### config.mk
export PLATFORM = sky130hd
export DESIGN_NAME = ksc_result_fifo
export DESIGN_NICKNAME = d
export VERILOG_FILES = /design/src/rtl/core/ksc_pkg.sv /design/src/rtl/core/ksc_result_fifo.sv
export SDC_FILE = /design/constraint.sdc
export NUM_CORES = 1
export LEC_CHECK = 0
export BUFFER_PORTS_ARGS = -buffer_cell sky130_fd_sc_hd__buf_2
export CAP_MARGIN = 25
export CORE_UTILIZATION = 40
export CTS_BUF_LIST = sky130_fd_sc_hd__clkbuf_4 sky130_fd_sc_hd__clkbuf_8 sky130_fd_sc_hd__clkbuf_16
export CTS_CLUSTER_DIAMETER = 120
export DETAILED_ROUTE_END_ITERATION = 7
export PLACE_DENSITY = 0.67
export SLEW_MARGIN = 20
export SYNTH_ARGS = -nofsm -noshare
export SYNTH_HDL_FRONTEND = slang
export SYNTH_SLANG_ARGS = --single-unit
export TNS_END_PERCENT = 20
### constraint.sdc
create_clock -name clk -period 16 [get_ports clk]
set_clock_uncertainty 0.05 [all_clocks]
set_input_delay 1.6 -clock clk [delete_from_list [all_inputs] [get_ports clk]]
set_output_delay 1.6 -clock clk [all_outputs]
set_load 0.01 [all_outputs]
### src/rtl/core/ksc_pkg.sv
package ksc_pkg;

  localparam int KW_MAX        = 16;
  localparam int KW_IDX_W      = $clog2(KW_MAX);
  localparam int LEN_W         = $clog2(KW_MAX + 1);
  localparam int KEY_REG_BYTES = 16;
  localparam int BUF_MAX       = 4096;
  localparam int POS_W         = $clog2(BUF_MAX + 1);

  localparam int DATA_W   = 8;
  localparam int OFFSET_W = 12;
  localparam int COUNT_W  = 13;
  localparam int TOTAL_W  = 31;
  localparam int CFG_W    = 64;
  localparam int CFG_IDX_W = 2;
  localparam int CFG_LEN_W = 5;

  localparam int RES_DEPTH = 4;
  localparam int RES_PTR_W = $clog2(RES_DEPTH);
  localparam int RES_CNT_W = $clog2(RES_DEPTH + 1);

  localparam logic [COUNT_W-1:0] COUNT_SAT = {COUNT_W{1'b1}};
  localparam logic [TOTAL_W-1:0] TOTAL_SAT = {TOTAL_W{1'b1}};

  typedef enum logic [CFG_IDX_W-1:0] {
    CFG_KEY_LOW  = 2'd0,
    CFG_KEY_HIGH = 2'd1,
    CFG_KEY_LEN  = 2'd2,
    CFG_CASE     = 2'd3
  } cfg_reg_t;

  typedef enum logic {
    KIND_MATCH   = 1'b0,
    KIND_SUMMARY = 1'b1
  } result_kind_t;

  typedef struct packed {
    logic shift;
    logic clear;
    logic fold;
  } cell_ctrl_t;

  typedef struct packed {
    result_kind_t         kind;
    logic [OFFSET_W-1:0]  offset;
    logic [COUNT_W-1:0]   count;
    logic [TOTAL_W-1:0]   total;
    logic                 last;
  } result_t;

  // ASCII A-Z to a-z when enabled
  function automatic logic [DATA_W-1:0] fold_byte(input logic [DATA_W-1:0] b,
                                                  input logic en);
    logic [DATA_W-1:0] r;
    r = b;
    if (en && b >= 8'h41 && b <= 8'h5A) begin
      r = b + 8'h20;
    end
    return r;
  endfunction

endpackage

### src/rtl/core/ksc_result_fifo.sv
module ksc_result_fifo import ksc_pkg::*; (
  input  logic       clk,
  input  logic       rst_n,
  input  logic [1:0] push_n,
  input  result_t    push0,
  input  result_t    push1,
  input  logic       pop,
  output result_t    head,
  output logic       not_empty,
  output logic       room2
);

  result_t              mem [RES_DEPTH];
  logic [RES_PTR_W-1:0] wr_ptr_r, wr_ptr_nxt;
  logic [RES_PTR_W-1:0] rd_ptr_r, rd_ptr_nxt;
  logic [RES_CNT_W-1:0] count_r, count_nxt;

  assign head      = mem[rd_ptr_r];
  assign not_empty = (count_r != '0);
  assign room2     = (count_r <= RES_CNT_W'(RES_DEPTH - 2));

  always_comb begin
    wr_ptr_nxt = wr_ptr_r + RES_PTR_W'(push_n);
    rd_ptr_nxt = rd_ptr_r + RES_PTR_W'(pop);
    count_nxt  = count_r + RES_CNT_W'(push_n) - RES_CNT_W'(pop);
  end

  always_ff @(posedge clk) begin
    if (push_n != 2'd0) begin
      mem[wr_ptr_r] <= push0;
    end
    if (push_n == 2'd2) begin
      mem[RES_PTR_W'(wr_ptr_r + 1'b1)] <= push1;
    end
  end

  always_ff @(posedge clk) begin
    if (!rst_n) begin
      wr_ptr_r <= '0;
      rd_ptr_r <= '0;
      count_r  <= '0;
    end else begin
      wr_ptr_r <= wr_ptr_nxt;
      rd_ptr_r <= rd_ptr_nxt;
      count_r  <= count_nxt;
    end
  end

  a_no_overflow: assert property (@(posedge clk) disable iff (!rst_n)
    count_r <= RES_CNT_W'(RES_DEPTH))
    else $error("result queue overflow");

  a_pair_has_room: assert property (@(posedge clk) disable iff (!rst_n)
    (push_n == 2'd2) |-> (count_r <= RES_CNT_W'(RES_DEPTH - 2)))
    else $error("two results pushed without room");

  a_ptr_gap: assert property (@(posedge clk) disable iff (!rst_n)
    (count_r != RES_CNT_W'(RES_DEPTH)) |->
      (RES_PTR_W'(wr_ptr_r - rd_ptr_r) == RES_PTR_W'(count_r)))
    else $error("queue pointers disagree with fill count");

endmodule

==> flow_metrics.tcl, run 1 <==
set metrics [dict create \
    status "completed" \
    place_hpwl_mm 14.5 \
    drtPass1Iterations 4 \
    cp_slowest_cell "dfxtp_4" \
    synth_top_family_by_area "multiplexers" \
    whs_path_depth 2 \
    synth_cell_types 27 \
    power_density_nw_per_um2 123 \
    ys_top_cells_by_area "edfxtp_1 60%, mux2_2 21%, mux4_2 11%" \
    multiInputGateArea_um2 4280 \
    drv_cap 0 \
    yosys_warnings 0 \
    synth_flop_cell "edfxtp_1" \
    cts_setup_buffers 0 \
    cp_cell_sequence "buf_4 > mux4_2 > buf_2" \
    crit_type "reg2out" \
    vdd_drop_max_uv 70.7 \
    die_x_um 173 \
    fmax_mhz 227 \
    final_nets 911 \
    cts.sink_count 239 \
    drc_errors 0 \
    cts.clk_slew.worst_paths_ns 0.06 \
    yosys.area.top_type "edfxtp_1" \
    cp-start-kind "flop" \
    die_h_um 173 \
    fin_util_pct 48.4 \
    wire_per_inst_um 21.2 \
    finalMaxSlewViolations 0 \
    grt.total_usage_pct 17.0 \
    rsz0062_at_grt "false" \
    hp-class "reg2reg" \
    cts_resized 0 \
    area_delta_synth_final_pct 19.1 \
    period_needed_ns 4.41 \
    grt_max_degree 60 \
    avgSynthCellArea_um2 19.2 \
    worst_slew_pin_slew_ns 0.983 \
    finalCritPeriodShare_pct 27.6 \
    ys_async_sr_fraction_pct 0 \
    yosys.area_share.adder_pct 0.710 \
    dr.first_iter.drc_count 341 \
    num-fill-cells 2422 \
    timing.hold.ws_ns 0.620 \
    wl_mm 25.2 \
    ys_seq_area_share_pct 61.1 \
    viasPerCell 5.21 \
    final_area_um2 13900 \
    dieArea_um2 29800 \
    finalSetupViolCount 0 \
    initial_utilization_pct 40.6 \
    seq_area_um2 7110 \
    overflow 0 \
    grt_pass1_wl_mm 39.0 \
    place_congestion 0.706 \
    path_max_fanout 31 \
    cts_made_buffers 27 \
    ant_nets 0 \
    final.setup.tns_ns 0 \
    power.leakage_uw 0.00487 \
    ys_ff_latch 239 \
    reg2reg_depth 4 \
    cp_data_arrival_time_ns 2.76 \
    synth.net_count 732 \
    maxSlewHeadroom_pct 34.5 \
    tritoncts "built" \
    num_io_pins 181 \
    netlist_instances 605 \
    synthesis.area_um2 11600 \
    portBuffers 180 \
    root_buffer "clkbuf_16" \
    cts.path.max_buffers 3 \
    synth_mux_area_share_pct 34.1 \
    synth.top_cell.area_share_pct 59.9 \
    crit_required_ns 14.35 \
    num_rows 62 \
    coreArea_um2 28600 \
    max_stage_delay_ns 0.76 \
    synth_compound_area_share_pct 0.215 \
    cts_htree_levels 1 \
    grt_pass1_vias 6673 \
    yosys.area_share.simple_pct 0.990 \
    worst_setup_path_end_kind "output pin" \
    synthXorXnorAreaFrac_pct 0.463 \
    clkLatencyLatePin_ns 0.53 \
    placed_cell_area_um2 12900 \
    antenna_found_initial 0 \
    num_vias 6189 \
    antenna_cells 0 \
    final_layout_size_suffix_gt1_share_pct 66.8 \
    ctsHoldBuffers 0 \
    hold_viol 0 \
    synth_edf_count 232 \
]
path summary, 6_finish.rpt:
path         slack, ns                   start                     to
max              11.59  rd_ptr_r[0]$_SDFF_PN0_               head[18]
min               0.62   count_r[2]$_SDFF_PN0_  count_r[2]$_SDFF_PN0_
max reg2reg      12.84  wr_ptr_r[1]$_SDFF_PN0_   mem[2][34]$_DFFE_PP_
min reg2reg       0.62   count_r[2]$_SDFF_PN0_  count_r[2]$_SDFF_PN0_
placed cells by master (no fill, tap or decap), types with 7 or more instances in the layout:
master,instances
clkbuf_16,27
buf_2,180
mux4_2,58
edfxtp_1,232
buf_4,10
clkbuf_4,9
mux2_4,9
mux2_2,221
inv_1,7
synth_stat cells (5+ instances only):
library cell,number
and2_1,5
buf_2,22
buf_4,5
buf_6,8
clkbuf_1,6
dfxtp_1,7
edfxtp_1,232
ha_1,5
inv_1,7
mux2_2,221
mux2_4,9
mux4_2,58
worst max-delay path: cells and delay by family, from the launching register on:
| family | cells | cell delay (ns) |
|---|---|---|
| buffers and inverters | 2 | 0.84 |
| flip-flops | 1 | 0.76 |
| multiplexers | 1 | 0.62 |
registers in the layout (all words and copies together) (netlist names):
name / cells
count_r: 3
mem: 232
wr_ptr_r: 2
rd_ptr_r: 2
layer usage:
layer / global-route usage [%] / up-vias / share of wire, % / wire [µm]
met4: 3.91 / 0 / 1.4 / 357
met2: 31.0 / 153 / 52 / 13200
li1: - / 2844 / - / -
met3: 3.14 / 34 / 4.8 / 1200
met1: 20.8 / 3158 / 41 / 10500
met5: 0 / - / 0 / 0
stage by stage:
step                worst slack [ns]  total power [µW]  std cells
CTS                            11.42              1720       1188
global route                   11.35              1770       1189
detailed placement             11.49              1070       1138
floorplan                       9.46               973        605
finish                         11.59              1710       1189
global placement               11.48              1070       1138
power by group:
group	switching, µW	total [µW]	internal [µW]
sequential	26.8	794	768
clock	248	650	402
combinational	131	262	131
total	405	1710	1300
area by class of cell:
class | instances | area share, %
inverter | 7 | 0.190
clock inverter | 12 | 1.26
timing repair buffer | 191 | 7.24
multi-input combinational | 318 | 30.9
sequential | 239 | 51.4
tap | 384 | 3.47
clock buffer | 38 | 5.56
cell families (layout without fill, tap and decap cells):
group                    after synthesis  in the layout
XOR/XNOR                               3              3
AO/OA/AOI/OAI                          4              4
multiplexers                         291            291
AND/OR/NAND/NOR                       14             14
adder cells (fa/ha/maj)                6              6
buffers and inverters                 48            248
flip-flops                           239            239
(Power assumes the default switching activity.)
==> run 2, diff against run 1 <==
ABC_AREA = 1   (was not set)
PLACE_DENSITY = 0.66   (was 0.67)
clock period = 4.4 ns   (was 16 ns; I/O delays follow)
==> flow_metrics.tcl, run 2 <==
set metrics [dict create \
    path_max_fanout 79 \
    finalCritPeriodShare_pct 65.6 \
    final_cells 1853 \
    finalMaxSlewViolations 0 \
    cts_made_buffers 26 \
    clkLatencyLatePin_ns 0.52 \
    critPathTopFamily "flip-flops" \
    worst_slew_pin_slew_ns 0.993 \
    cp_slowest_cell "dfxtp_4" \
    ys_seq_area_share_pct 58.8 \
    hold-path-endpoint "rd_ptr_r[0]$_SDFF_PN0_" \
    wire_per_inst_um 15.1 \
    vdd_drop_max_uv 233 \
    whs_path_depth 3 \
    ys_ff_latch 239 \
    synth.net_count 1442 \
    drtPass1Iterations 5 \
    overflow 0 \
    place_hpwl_mm 16.6 \
    num_vias 9169 \
    reg2reg_depth 2 \
    timing.rr.end "mem[0][29]$_DFFE_PP_" \
    final.setup.tns_ns 0 \
    avgSynthCellArea_um2 9.19 \
    grt_pass1_vias 8920 \
    cts_setup_buffers 0 \
    placed_cell_area_um2 13100 \
    cts.path.max_buffers 3 \
    cp_cell_sequence "buf_4 > a21oi_1 > o21ai_0 > nand2_1 > buf_2" \
    ant_nets 0 \
    cts.clk_slew.worst_paths_ns 0.06 \
    num-fill-cells 2769 \
    timing.hold.ws_ns 0.145 \
    grt_pass1_wl_mm 44.8 \
    root_buffer "clkbuf_16" \
    grt.total_usage_pct 18.2 \
    hold_viol 0 \
    worst_setup_path_end_kind "output pin" \
    dieArea_um2 30900 \
    ys_async_sr_fraction_pct 0 \
    cts_resized 0 \
    top_regs "mem x232, count_r x3" \
    portBuffers 180 \
    yosysMostFrequentCell "nand2_1" \
    synth_commonest_cells "368 x nand2_1, 232 x edfxtp_1, 226 x o21ai_0" \
    min_from "rst_n" \
    wl_mm 28.0 \
    status "completed" \
    cp-start-kind "flop" \
    synth_cell_types 25 \
    rsz0062_at_grt "false" \
    crit_buf_inv 2 \
    maxSlewHeadroom_pct 33.8 \
    netlist_instances 1315 \
    place_congestion 0.764 \
    period_needed_ns 2.89 \
    grt_max_degree 120 \
    final_common_cell "nand2_1" \
    viasPerCell 4.95 \
    synth_flop_cell "edfxtp_1" \
    place_inst 1807 \
    cts.sink_count 239 \
    fmax_mhz 346 \
    synth.top_cell.area_share_pct 57.7 \
    largest_reg_flops 232 \
    ctsHoldBuffers 0 \
    die_x_um 176 \
    ys_top_cells_by_area "edfxtp_1 58%, nand2_1 11%, o21ai_0 9.4%" \
    regMostFlops "mem" \
    yosys.area.top_type "edfxtp_1" \
    num_rows 63 \
    power.leakage_uw 0.00619 \
    crit_required_ns 3.91 \
    synth_edf_count 232 \
    die_h_um 176 \
    tritoncts "built" \
    antenna_found_initial 6 \
    power_density_nw_per_um2 416 \
    rrSetupSlack_ns 1.71 \
    drc_errors 0 \
    final_area_um2 13900 \
    initial_utilization_pct 40.7 \
    num_io_pins 181 \
    cp_data_arrival_time_ns 2.40 \
    final_layout_size_suffix_gt1_share_pct 16.7 \
    area_delta_synth_final_pct 15.3 \
    layout_common_cells "364 x nand2_1, 232 x edfxtp_1, 226 x o21ai_0, 187 x inv_1, 180 x buf_2" \
    synthesis.area_um2 12100 \
    coreArea_um2 29700 \
    dr.first_iter.drc_count 621 \
    reg2reg_from "wr_ptr_r[0]$_SDFF_PN0_" \
    hp-class "in2reg" \
    drv_cap 0 \
    max_stage_delay_ns 0.96 \
    yosys_warnings 0 \
    finalSetupViolCount 0 \
    cts_htree_levels 1 \
    crit_type "reg2out" \
    final_nets 1572 \
]
[run 2: cell count changes in the layout (fill, tap and decap cells not counted), sizes merged, moves of 58 or more]
cell / previous run / this run
a21oi: 1 / 61
inv: 9 / 190
mux2: 232 / 0
mux4: 58 / 0
nand2: 0 / 371
o211ai: 0 / 58
o21ai: 1 / 290
[run 2: cell type report]
class,count,area [µm²],share of cell area [%]
Sequential cell,239,7110,51.1
Multi-Input combinational cell,799,3820,27.4
Timing Repair Buffer,189,997,7.16
Clock buffer,33,721,5.17
Inverter,190,713,5.12
Tap cell,390,488,3.50
Clock inverter,11,76.3,0.548
Antenna cell,2,5.00,0.0359
[run 2: how the worst max path moves through the flow]
stage,from,to,slack [ns],cells after the start
floorplan,wr_ptr_r[0]$_SDFF_PN0_,mem[2][0]$_DFFE_PP_,1.75,5
global placement,push_n[0],mem[0][28]$_DFFE_PP_,1.59,4
detailed placement,push_n[0],mem[0][28]$_DFFE_PP_,1.52,4
CTS,rd_ptr_r[1]$_SDFF_PN0_,head[30],1.46,5
global route,rd_ptr_r[0]$_SDFF_PN0_,head[35],1.27,5
finish,rd_ptr_r[1]$_SDFF_PN0_,head[30],1.51,5
[run 2: power by group]
part           internal [µW]  leakage [µW]  switching [µW]
registers               2760       0.00224            83.9
logic                    298       0.00356             594
clock network           1210      0.000398             857
[run 2: worst reg2reg max path: stages, from the launching register on]
cell     delay (ns)
dfxtp_1        0.50
nand4_4        0.66
nand2_4        1.05
[run 2: logic make-up after synthesis]
logic type | after synthesis | synth area share [%]
flip-flops | 239 | 58.8
AND/OR/NAND/NOR | 384 | 12.5
AO/OA/AOI/OAI | 409 | 18.1
adder cells (fa/ha/maj) | 6 | 0.683
buffers and inverters | 277 | 9.88
[run 2: stage by stage]
stage / setup WS [ns] / utilization [%] / power, µW
6_report: 1.51 / 46.9 / 5800
5_1_grt: 1.27 / 46.9 / 6070
4_1_cts: 1.46 / 46.9 / 5860
3_5_place_dp: 1.52 / 44.2 / 3800
3_3_place_gp: 1.59 / 44.1 / 3760
2_1_floorplan: 1.75 / - / 3440
[run 2: routing by layer]
metal  part of all wire (%)  global-route usage [%]  routed length [µm]  vias to the layer above
li1                       -                       -                   -                     4670
met1                     45                    23.3               12600                     4245
met2                     47                    31.2               13200                      211
met3                    6.0                    3.70                1670                       37
met4                    1.6                    4.93                 450                        6
met5                   0.14                       0                  38                        -
