**src/rtl/core/ksc_pkg.sv**
```systemverilog
package ksc_pkg;

  localparam int KW_MAX        = 16;
  localparam int KW_IDX_W      = $clog2(KW_MAX);
  localparam int LEN_W         = $clog2(KW_MAX + 1);
  localparam int KEY_REG_BYTES = 16;
  localparam int BUF_MAX       = 4096;
  localparam int POS_W         = $clog2(BUF_MAX + 1);

  localparam int DATA_W   = 8;
  localparam int OFFSET_W = 12;
  localparam int COUNT_W  = 13;
  localparam int TOTAL_W  = 31;
  localparam int CFG_W    = 64;
  localparam int CFG_IDX_W = 2;
  localparam int CFG_LEN_W = 5;

  localparam int RES_DEPTH = 4;
  localparam int RES_PTR_W = $clog2(RES_DEPTH);
  localparam int RES_CNT_W = $clog2(RES_DEPTH + 1);

  localparam logic [COUNT_W-1:0] COUNT_SAT = {COUNT_W{1'b1}};
  localparam logic [TOTAL_W-1:0] TOTAL_SAT = {TOTAL_W{1'b1}};

  typedef enum logic [CFG_IDX_W-1:0] {
    CFG_KEY_LOW  = 2'd0,
    CFG_KEY_HIGH = 2'd1,
    CFG_KEY_LEN  = 2'd2,
    CFG_CASE     = 2'd3
  } cfg_reg_t;

  typedef enum logic {
    KIND_MATCH   = 1'b0,
    KIND_SUMMARY = 1'b1
  } result_kind_t;

  typedef struct packed {
    logic shift;
    logic clear;
    logic fold;
  } cell_ctrl_t;

  typedef struct packed {
    result_kind_t         kind;
    logic [OFFSET_W-1:0]  offset;
    logic [COUNT_W-1:0]   count;
    logic [TOTAL_W-1:0]   total;
    logic                 last;
  } result_t;

  // ASCII A-Z to a-z when enabled
  function automatic logic [DATA_W-1:0] fold_byte(input logic [DATA_W-1:0] b,
                                                  input logic en);
    logic [DATA_W-1:0] r;
    r = b;
    if (en && b >= 8'h41 && b <= 8'h5A) begin
      r = b + 8'h20;
    end
    return r;
  endfunction

endpackage

```
**src/rtl/core/ksc_cell.sv**
```systemverilog
module ksc_cell import ksc_pkg::*; (
  input  logic              clk,
  input  logic              rst_n,
  input  cell_ctrl_t        ctrl,
  input  logic              active,
  input  logic [DATA_W-1:0] key_byte,
  input  logic [DATA_W-1:0] shift_in,
  output logic [DATA_W-1:0] byte_q,
  output logic              hit
);

  logic [DATA_W-1:0] byte_r;
  logic [DATA_W-1:0] byte_nxt;

  // compare against the byte this cell holds after the shift
  assign hit = !active ||
               (fold_byte(shift_in, ctrl.fold) == fold_byte(key_byte, ctrl.fold));

  always_comb begin
    byte_nxt = byte_r;
    if (ctrl.clear) begin
      byte_nxt = '0;
    end else if (ctrl.shift) begin
      byte_nxt = shift_in;
    end
  end

  always_ff @(posedge clk) begin
    if (!rst_n) begin
      byte_r <= '0;
    end else begin
      byte_r <= byte_nxt;
    end
  end

  assign byte_q = byte_r;

endmodule

```
**config.mk**
```make
export PLATFORM = sky130hd
export DESIGN_NAME = ksc_cell
export DESIGN_NICKNAME = d
export VERILOG_FILES = /design/src/rtl/core/ksc_pkg.sv /design/src/rtl/core/ksc_cell.sv
export SDC_FILE = /design/constraint.sdc
export NUM_CORES = 1
export LEC_CHECK = 0
export ABC_AREA = 1
export BUFFER_PORTS_ARGS = -buffer_cell sky130_fd_sc_hd__buf_4
export CORE_UTILIZATION = 49
export CTS_CLUSTER_DIAMETER = 150
export CTS_CLUSTER_SIZE = 40
export DETAILED_ROUTE_END_ITERATION = 16
export PLACE_DENSITY_LB_ADDON = 0.15
export SETUP_SLACK_MARGIN = 0.3
export SYNTH_ARGS = -nofsm -noshare
export SYNTH_HDL_FRONTEND = slang
export SYNTH_SLANG_ARGS = --single-unit
```
**constraint.sdc**
```tcl
create_clock -name clk -period 2.7 [get_ports clk]
set_input_delay 0.405 -clock clk [delete_from_list [all_inputs] [get_ports clk]]
set_output_delay 0.405 -clock clk [all_outputs]
set_load 0.005 [all_outputs]
```
==> results of run 1 <==
==> critical path, cell delays in order <==
cell,delay (ns)
buf_4,0.11
inv_1,0.08
nand2_1,0.10
nor2_4,0.15
nand3_2,0.12
o21ai_0,0.17
nand2_1,0.07
nand3_1,0.10
o21bai_2,0.06
buf_4,0.13
==> synthesized netlist by cell type <==
library cell / n / area [um2]
a211oi_1: 4 / 30.03
a21oi_1: 4 / 20.02
buf_2: 1 / 5.000
clkinv_1: 2 / 7.510
dfxtp_1: 8 / 160.2
ha_1: 2 / 25.02
inv_1: 11 / 41.29
inv_2: 4 / 15.01
nand2_1: 47 / 176.4
nand2_2: 1 / 6.260
nand3_1: 2 / 10.01
nand3_2: 4 / 40.04
nand4_1: 8 / 50.05
nor2_1: 8 / 30.03
nor2_4: 2 / 22.52
nor3_1: 1 / 5.000
o21ai_0: 1 / 5.000
o21bai_2: 1 / 11.26
or2_2: 1 / 6.260
xnor2_1: 3 / 26.28
xor2_1: 1 / 8.760
==> routing by layer <==
layer | global-route usage (%) | up-vias
met5 | 0 | -
met4 | 12.93 | 0
met1 | 26.25 | 359
met2 | 47.13 | 20
met3 | 2.273 | 4
li1 | - | 436
==> cell families after synthesis <==
logic type      synth area share, %
fa+ha+maj                     3.564
flops                         22.82
simple gates                  49.38
xor+xnor                      4.992
buf+inv                       9.803
compound gates                9.447
==> stage by stage <==
step / instances / utilization [%] / hold slack (ns) / power, mW / cell area, um2
3_3_place_gp: 160 / 71.41 / 0.4482 / 0.2252 / 940.9
2_1_floorplan: 116 / - / 0.4555 / 0.1808 / 701.9
3_5_place_dp: 160 / 71.41 / 0.4553 / 0.2295 / 940.9
6_report: 163 / 73.12 / 0.4429 / 0.3143 / 963.4
5_1_grt: 163 / 73.12 / 0.4476 / 0.3357 / 963.4
4_1_cts: 163 / 73.12 / 0.4434 / 0.3173 / 963.4
==> area by class of cell <==
| class | instances | area share (%) |
|---|---|---|
| sequential | 8 | 16.62 |
| multi-input combinational | 90 | 49.09 |
| timing repair buffer | 30 | 23.38 |
| inverter | 17 | 6.623 |
| clock buffer | 3 | 2.338 |
| tap | 15 | 1.948 |
==> where the power goes <==
| group | switching (mW) | leakage [nW] | total [mW] | internal [mW] |
|---|---|---|---|---|
| combinational | 0.0529 | 0.426 | 0.102 | 0.0493 |
| sequential | 0.00211 | 0.0653 | 0.125 | 0.123 |
| clock | 0.0366 | 0.0138 | 0.0872 | 0.0506 |
==> path summary, 6_finish.rpt <==
path	from	to	slack (ns)	cells past startpoint
worst min register to register	byte_q[0]$_SDFFE_PP0P_	byte_q[0]$_SDFFE_PP0P_	0.46	2
worst max register to register	byte_q[2]$_SDFFE_PP0P_	byte_q[2]$_SDFFE_PP0P_	2.04	2
worst min-delay path	ctrl[2]	byte_q[5]$_SDFFE_PP0P_	0.44	2
worst max-delay path	shift_in[5]	hit	0.80	10
==> run metrics, run 1 <==
largest net degree at the start of global routing 14; Inserted Clock Buffers 3; min Tclk post-route 1.898 ns; Leak 0.5047 nW; I/O pins 31; f_max 527.0 MHz; Fin Setup TNS 0 ns; CTS max path bufs 2; met3 routed WL 56 um; DR WL/cell 10.19 um; Max IR drop VDD 153.1 uV; final hold violations 0; Rel. slew slack 82.43%; Seq. cell area 160.2 um2; sequential-to-total area share from yosys stat 22.82%; CTS tree yes; post-layout worst setup margin 0.8024 ns; chip width 39.85 um; vias 819; die area 1588 um2; commonest non-fill, non-tap cell in the layout nand2_1; Ys Warns 0; CTS sink count 8; Synth Instances 116; wire length on met1 688 um; final net count 174; vias in the first global route 728; Root Buffer Master clkbuf_4; share of post-route cells with drive strength above 1 31.08%; initial antenna violation count 0; Die Y 39.85 um; Setup crit start kind input pin; fin crit share 70.28%; first-pass GRT wire length 2691 um; Worst Tran Pin Value 0.2629 ns; Crit Path Class in2out; H-tree depth 1; worst slack at placement 0.8080 ns; Vias/cell 5.025; Synthesized Nets 140; hold buffer count at CTS 0; Max FO, Critical Path 4; FILL cells 137; post-CTS sizing 0; DRC viols 0; Total GRT Usage 24.85%; synthesized area per cell 6.051 um2; Critical Path AT 1.49 ns; Max Used Layer met4; Crit. End Element output pin; maxcap violations 0; clock latency on the worst-skew pair 0.25 ns; status completed; Power Density 326.2 nW/um2; drt pass-1 iters 4; Synth cell types 21; DR WL met2 892 um; Starting DRT DRC Count 10; FF+latch count, synth 8; CTS clk-pin slew, worst paths 0.05 ns; Setup Skew 0 ns; max reg flops 8; postcts setup bufs 0; Total Routed Length 1661 um; synthesized area 701.9 um2; Post-DRT Antenna Nets 0; min-delay worst type in2reg; IO Port Bufs 30; Layout area overhead 37.25%; antenna diode count 0; commonest cells after routing, fill and taps aside 47 x nand2_1, 30 x buf_4, 11 x inv_1; Initial Util 53.28%; Core Box Area 1318 um2; critical path required time 2.30 ns; Rows 13; GP Congestion 0.7264; Final Max Tran Viols 0; final setup violation count 0; area of the multi-input gates 473.0 um2; RSZ-0062 raised after global routing no; hpwl dp 1394 um; global route overflow 0
Power figures use the tool's default switching activity.
==> run 2, diff against run 1 <==
- CORE_UTILIZATION: 49 -> 45
- clock period: 2.7 -> 1.8 ns (I/O delays scaled with it)
==> run metrics, run 2 (synthesis results as in run 1) <==
CP bufs+invs 3 (unchanged); largest net degree at the start of global routing 14 (unchanged); share of post-route cells with drive strength above 1 55.28% (was 31.08%); Inst Count DP 160 (unchanged); Critical Path End hit (unchanged); Total Routed Length 3461 um (was 1661 um); Fin Hold WS 0.2828 ns (was 0.4429 ns); Power Density 458.5 nW/um2 (was 326.2 nW/um2); Crit. End Element output pin (unchanged); commonest cells after routing, fill and taps aside 33 x nand2_1, 30 x buf_4, 12 x buf_6, 9 x nand2_2 (was 47 x nand2_1, 30 x buf_4, 11 x inv_1); first-pass GRT wire length 3912 um (was 2691 um); Setup Skew 0 ns (unchanged); Initial Util 50.77% (was 53.28%); Seq. cell area 160.2 um2 (unchanged); CP Cell Sequence buf_6 > nand2_1 > nand2_1 > nand2_4 > buf_4 > nand4_1 > nand2_1 > nand2_1 > nand3_2 > o21bai_2 > buf_4 (was buf_4 > inv_1 > nand2_1 > nor2_4 > nand3_2 > o21ai_0 > nand2_1 > nand3_1 > o21bai_2 > buf_4); RR Startpoint byte_q[7]$_SDFFE_PP0P_ (was byte_q[2]$_SDFFE_PP0P_); Leak 0.6288 nW (was 0.5047 nW); dpl cell area 940.9 um2 (unchanged); fin crit share 93.65%; Crit path max-delay family simple AND/OR/NAND/NOR gates (unchanged); H-tree depth 1 (unchanged); min-delay worst type in2reg (unchanged); I/O pins 31 (unchanged); Max IR drop VDD 561.7 uV (was 153.1 uV); FILL cells 44 (was 137); area of the multi-input gates 644.4 um2 (was 473.0 um2); status completed (unchanged); hold buffer count at CTS 0 (unchanged); commonest non-fill, non-tap cell in the layout nand2_1 (unchanged); chip width 41.50 um (was 39.85 um); Final Non-Filler Cells 176 (was 163); drt pass-1 iters 6 (was 4); r2r endpoint byte_q[7]$_SDFFE_PP0P_ (was byte_q[2]$_SDFFE_PP0P_); Post-DRT Antenna Nets 0 (unchanged); GP Congestion 0.8213 (was 0.7264); flop-to-flop setup slack 1.00 ns (was 2.04 ns); Final Max Tran Viols 0 (unchanged); initial antenna violation count 0 (unchanged); Top cell by count, worst path nand2_1; CTS sink count 8 (unchanged); CP startpoint shift_in[0] (was shift_in[5]); Worst Tran Pin Value 0.2824 ns (was 0.2629 ns); final net count 187 (was 174); clock latency on the worst-skew pair 0.27 ns (was 0.25 ns); critical path required time 1.53 ns (was 2.30 ns); f_max 593.2 MHz; Rel. slew slack 81.13% (was 82.43%); Die Y 41.50 um (was 39.85 um); CTS max path bufs 2 (unchanged); Root Buffer Master clkbuf_4 (unchanged); DR WL/cell 19.66 um (was 10.19 um); vias in the first global route 1,003 (was 728); Layout area overhead 85.56% (was 37.25%); IO Port Bufs 30 (unchanged); Rows 13 (unchanged); Max FO, Critical Path 4 (unchanged); CTS clk-pin slew, worst paths 0.07 ns (was 0.05 ns); antenna diode count 0 (unchanged); vias 1,113 (was 819); Setup crit start kind input pin (unchanged); final instance area 1303 um2 (was 963.4 um2); final hold violations 0 (unchanged); hpwl dp 1407 um (was 1394 um); Crit Path Class in2out (unchanged); global route overflow 0 (unchanged); DRC viols 0 (unchanged); maxcap violations 0 (unchanged); max reg flops 8 (unchanged); min Tclk post-route 1.686 ns; die area 1722 um2 (was 1588 um2); CP max stage cell buf_4 (was o21ai_0); r2r worst-path depth 2 (unchanged); Critical Path AT 1.42 ns (was 1.49 ns); CTS tree yes (unchanged); Inserted Clock Buffers 3 (unchanged); Fin Setup TNS 0 ns (unchanged); final setup violation count 0 (unchanged); CP peak stage delay 0.14 ns (was 0.17 ns); Total GRT Usage 29.06% (was 24.85%); WP depth 11 (was 10); RSZ-0062 raised after global routing yes (was no); Starting DRT DRC Count 89 (was 10); Vias/cell 6.324 (was 5.025); Core Box Area 1383 um2 (was 1318 um2)
-- run 2: how the worst min path moves through the flow --
stage               slack, ns              startpoint                     end  depth (start not counted)
detailed placement       0.45  byte_q[1]$_SDFFE_PP0P_  byte_q[1]$_SDFFE_PP0P_                          2
finish                   0.28             shift_in[5]  byte_q[5]$_SDFFE_PP0P_                          3
CTS                      0.30             shift_in[1]  byte_q[1]$_SDFFE_PP0P_                          3
global route             0.29             shift_in[5]  byte_q[5]$_SDFFE_PP0P_                          3
floorplan                0.42             shift_in[0]  byte_q[0]$_SDFFE_PP0P_                          2
global placement         0.45  byte_q[6]$_SDFFE_PP0P_  byte_q[6]$_SDFFE_PP0P_                          2
-- run 2: final cells by class --
type,count,share of cell area (%)
Clock buffer,3,1.729
Inverter,17,6.244
Multi-Input combinational cell,90,49.47
Sequential cell,8,12.30
Tap cell,15,1.441
Timing Repair Buffer,43,28.82
-- run 2: worst min-delay path, stage by stage --
cell and delay (ns):
buf_6 0.11, inv_4 0.06, a211oi_1 0.07
-- run 2: routing by layer --
metal | vias to the layer above | wire length [um] | track usage (%)
met5 | - | 0 | 0
met4 | 0 | 187 | 12.26
met3 | 28 | 365 | 9.565
met2 | 105 | 1653 | 51.56
met1 | 512 | 1254 | 31.05
li1 | 468 | - | -
-- run 2: timing repair --
action,in CTS,in global routing
pin swaps,20,24
resized for setup,41,26
buffers inserted,9,4
endpoints found under the setup margin,1,1
-- run 2: through the flow --
stage / power, mW / setup slack (ns) / utilization, %
after floorplan: 0.2712 / 0.5131 / -
after CTS: 0.5169 / 0.2594 / 84.89
final: 0.5972 / 0.1143 / 94.21
after global routing: 0.6131 / 0.09575 / 94.21
after global placement: 0.3386 / 0.2190 / 68.05
after detailed placement: 0.3431 / 0.1852 / 68.05
-- run 2: power breakdown --
group	switching (mW)	internal (mW)	total (mW)
registers	0.00455	0.184	0.188
logic	0.137	0.119	0.255
clock network	0.0766	0.0770	0.154
==> run 3, diff against run 2 <==
--- a/config.mk
+++ b/config.mk
@@ -14,4 +14,5 @@
 export PLACE_DENSITY_LB_ADDON = 0.15
 export SETUP_SLACK_MARGIN = 0.3
+export SKIP_CTS_REPAIR_TIMING = 1
 export SYNTH_ARGS = -nofsm -noshare
 export SYNTH_HDL_FRONTEND = slang
==> constraint.sdc (replaced) <==
create_clock -name clk -period 1.8 [get_ports clk]
set_input_delay 0.36 -clock clk [delete_from_list [all_inputs] [get_ports clk]]
set_output_delay 0.36 -clock clk [all_outputs]
set_load 0.005 [all_outputs]
==> run metrics, run 3 (synthesis results as in run 1) <==
post-layout worst setup margin -0.09820 ns (was 0.1143 ns); CTS tree yes (unchanged); CTS max path bufs 2 (unchanged); Crit path max-delay family simple AND/OR/NAND/NOR gates (unchanged); final setup violation count 1 (was 0); Seq. cell area 160.2 um2 (unchanged); Setup crit start kind input pin (unchanged); Comb pwr share 42.7% (was 42.8%); die area 1722 um2 (unchanged); worst slack at placement -0.01125 ns (was 0.1852 ns); status finished, violations left (was completed); min-delay worst type in2reg (unchanged); f_max 526.8 MHz (was 593.2 MHz); chip width 41.50 um (unchanged); area of the multi-input gates 628.1 um2 (was 644.4 um2); CP max stage cell nand4_1 (was buf_4); Int Power 0.3747 mW (was 0.3792 mW); Crit Path Class in2out (unchanged); Initial Util 50.77% (unchanged); commonest cells after routing, fill and taps aside 35 x nand2_1, 34 x buf_4 (was 33 x nand2_1, 30 x buf_4, 12 x buf_6, 9 x nand2_2); GP Congestion 0.8213 (unchanged); commonest non-fill, non-tap cell in the layout nand2_1 (unchanged); share of post-route cells with drive strength above 1 52.47% (was 55.28%); Max IR drop VDD 612.8 uV (was 561.7 uV); global route overflow 0 (unchanged); Rel. slew slack 80.56% (was 81.13%); CTS sink count 8 (unchanged); largest net degree at the start of global routing 14 (unchanged); CP Cell Sequence buf_8 > nand2_1 > clkinv_1 > nand2_4 > buf_4 > nand4_1 > nand2_1 > nand2_1 > nand3_2 > o21bai_2 > buf_4 (was buf_6 > nand2_1 > nand2_1 > nand2_4 > buf_4 > nand4_1 > nand2_1 > nand2_1 > nand3_2 > o21bai_2 > buf_4); hpwl dp 1450 um (was 1407 um); RSZ-0062 raised after global routing yes (unchanged); final instance area 1284 um2 (was 1303 um2); fin crit share 105.5% (was 93.65%); clock latency on the worst-skew pair 0.25 ns (was 0.27 ns); vias 1,085 (was 1,113); Setup Skew 0 ns (unchanged); hold path start shift_in[5] (unchanged); CP startpoint key_byte[3] (was shift_in[0]); r2r endpoint byte_q[2]$_SDFFE_PP0P_ (was byte_q[7]$_SDFFE_PP0P_); Fin Hold WS 0.3856 ns (was 0.2828 ns); Power Density 445.1 nW/um2 (was 458.5 nW/um2); Final Max Tran Viols 0 (unchanged); CP peak stage delay 0.14 ns (about the same); min Tclk post-route 1.898 ns (was 1.686 ns); DR WL/cell 18.02 um (was 19.66 um); failing checks negative setup slack; dpl cell area 940.9 um2 (unchanged); final hold violations 0 (unchanged); r2r worst-path depth 2 (unchanged); H-tree depth 1 (unchanged); Leak 0.6244 nW (was 0.6288 nW); Worst Tran Pin Value 0.2909 ns (was 0.2824 ns); Critical Path End hit (unchanged); Max FO, Critical Path 4 (unchanged); Total Routed Length 3189 um (was 3461 um); RR Startpoint byte_q[2]$_SDFFE_PP0P_ (was byte_q[7]$_SDFFE_PP0P_); Core Box Area 1383 um2 (unchanged); DRC viols 0 (unchanged); Layout area overhead 82.89% (was 85.56%); Clk network pwr share 24.4% (was 25.7%); WP depth 11 (unchanged); antenna diode count 0 (unchanged); Inst Count DP 160 (unchanged); Vias/cell 6.130 (was 6.324); CTS clk-pin slew, worst paths 0.06 ns (was 0.07 ns); Rows 13 (unchanged); Post-DRT Antenna Nets 0 (unchanged); Crit. End Element output pin (unchanged); Root Buffer Master clkbuf_4 (unchanged); final net count 188 (was 187); critical path required time 1.44 ns (was 1.53 ns); sequential power share 32.9% (was 31.5%); FILL cells 52 (was 44); maxcap violations 0 (unchanged); vias in the first global route 809 (was 1,003); flop-to-flop setup slack 1.05 ns (was 1.00 ns); Net Sw Frac 34.43% (was 36.49%); Core Util, Final 92.85% (was 94.21%); IO Port Bufs 30 (unchanged); Power, Total 0.5714 mW (was 0.5972 mW); Total GRT Usage 22.87% (was 29.06%); Fin Setup TNS -0.09820 ns (was 0 ns); Starting DRT DRC Count 45 (was 89); Die Y 41.50 um (unchanged); NetSw 0.1968 mW (was 0.2179 mW); Top cell by count, worst path nand2_1 (unchanged); first-pass GRT wire length 3146 um (was 3912 um); CP bufs+invs 4 (was 3); max reg flops 8 (unchanged); drt pass-1 iters 4 (was 6); Inserted Clock Buffers 3 (unchanged); Critical Path AT 1.54 ns (was 1.42 ns); initial antenna violation count 0 (unchanged); Final Non-Filler Cells 177 (was 176); I/O pins 31 (unchanged)
## run 3: cell count changes in the layout (fill, tap and decap cells not counted), sizes merged
cell	before	now
buf	43	44
clkinv	2	1
inv	15	16
## run 3: power by group through the flow
| stage | clock network [mW] | registers, mW | logic [mW] |
|---|---|---|---|
| after CTS | 0.138 | 0.187 | 0.154 |
| after global placement | 0 | 0.191 | 0.148 |
| after floorplan | 0 | 0.191 | 0.0798 |
| final | 0.139 | 0.188 | 0.244 |
| after detailed placement | 0 | 0.191 | 0.153 |
| after global routing | 0.146 | 0.188 | 0.260 |
## run 3: worst min path at each step
| stage | end | slack, ns | depth (start not counted) |
|---|---|---|---|
| global placement | byte_q[6]$_SDFFE_PP0P_ | 0.45 | 2 |
| floorplan | byte_q[0]$_SDFFE_PP0P_ | 0.46 | 2 |
| detailed placement | byte_q[1]$_SDFFE_PP0P_ | 0.45 | 2 |
| finish | byte_q[5]$_SDFFE_PP0P_ | 0.39 | 3 |
| global route | byte_q[5]$_SDFFE_PP0P_ | 0.39 | 3 |
| CTS | byte_q[7]$_SDFFE_PP0P_ | 0.39 | 2 |
## run 3: worst min-delay path, cell delays in order
cell,delay (ns)
buf_6,0.10
inv_4,0.06
a211oi_1,0.06
## run 3: cell type report
| cell class | instances | area share, % |
|---|---|---|
| sequential | 8 | 12.48 |
| inverter | 17 | 6.140 |
| tap | 15 | 1.462 |
| timing repair buffer | 44 | 29.24 |
| multi-input combinational | 90 | 48.93 |
| clock buffer | 3 | 1.754 |
## run 3: metal layers
layer	global-route usage, %	part of all wire [%]	vias to the layer above
li1	-	-	472
met1	27.89	35	498
met2	37.81	51	90
met3	8.261	9.1	25
met4	5.806	4.9	0
met5	0	0	-
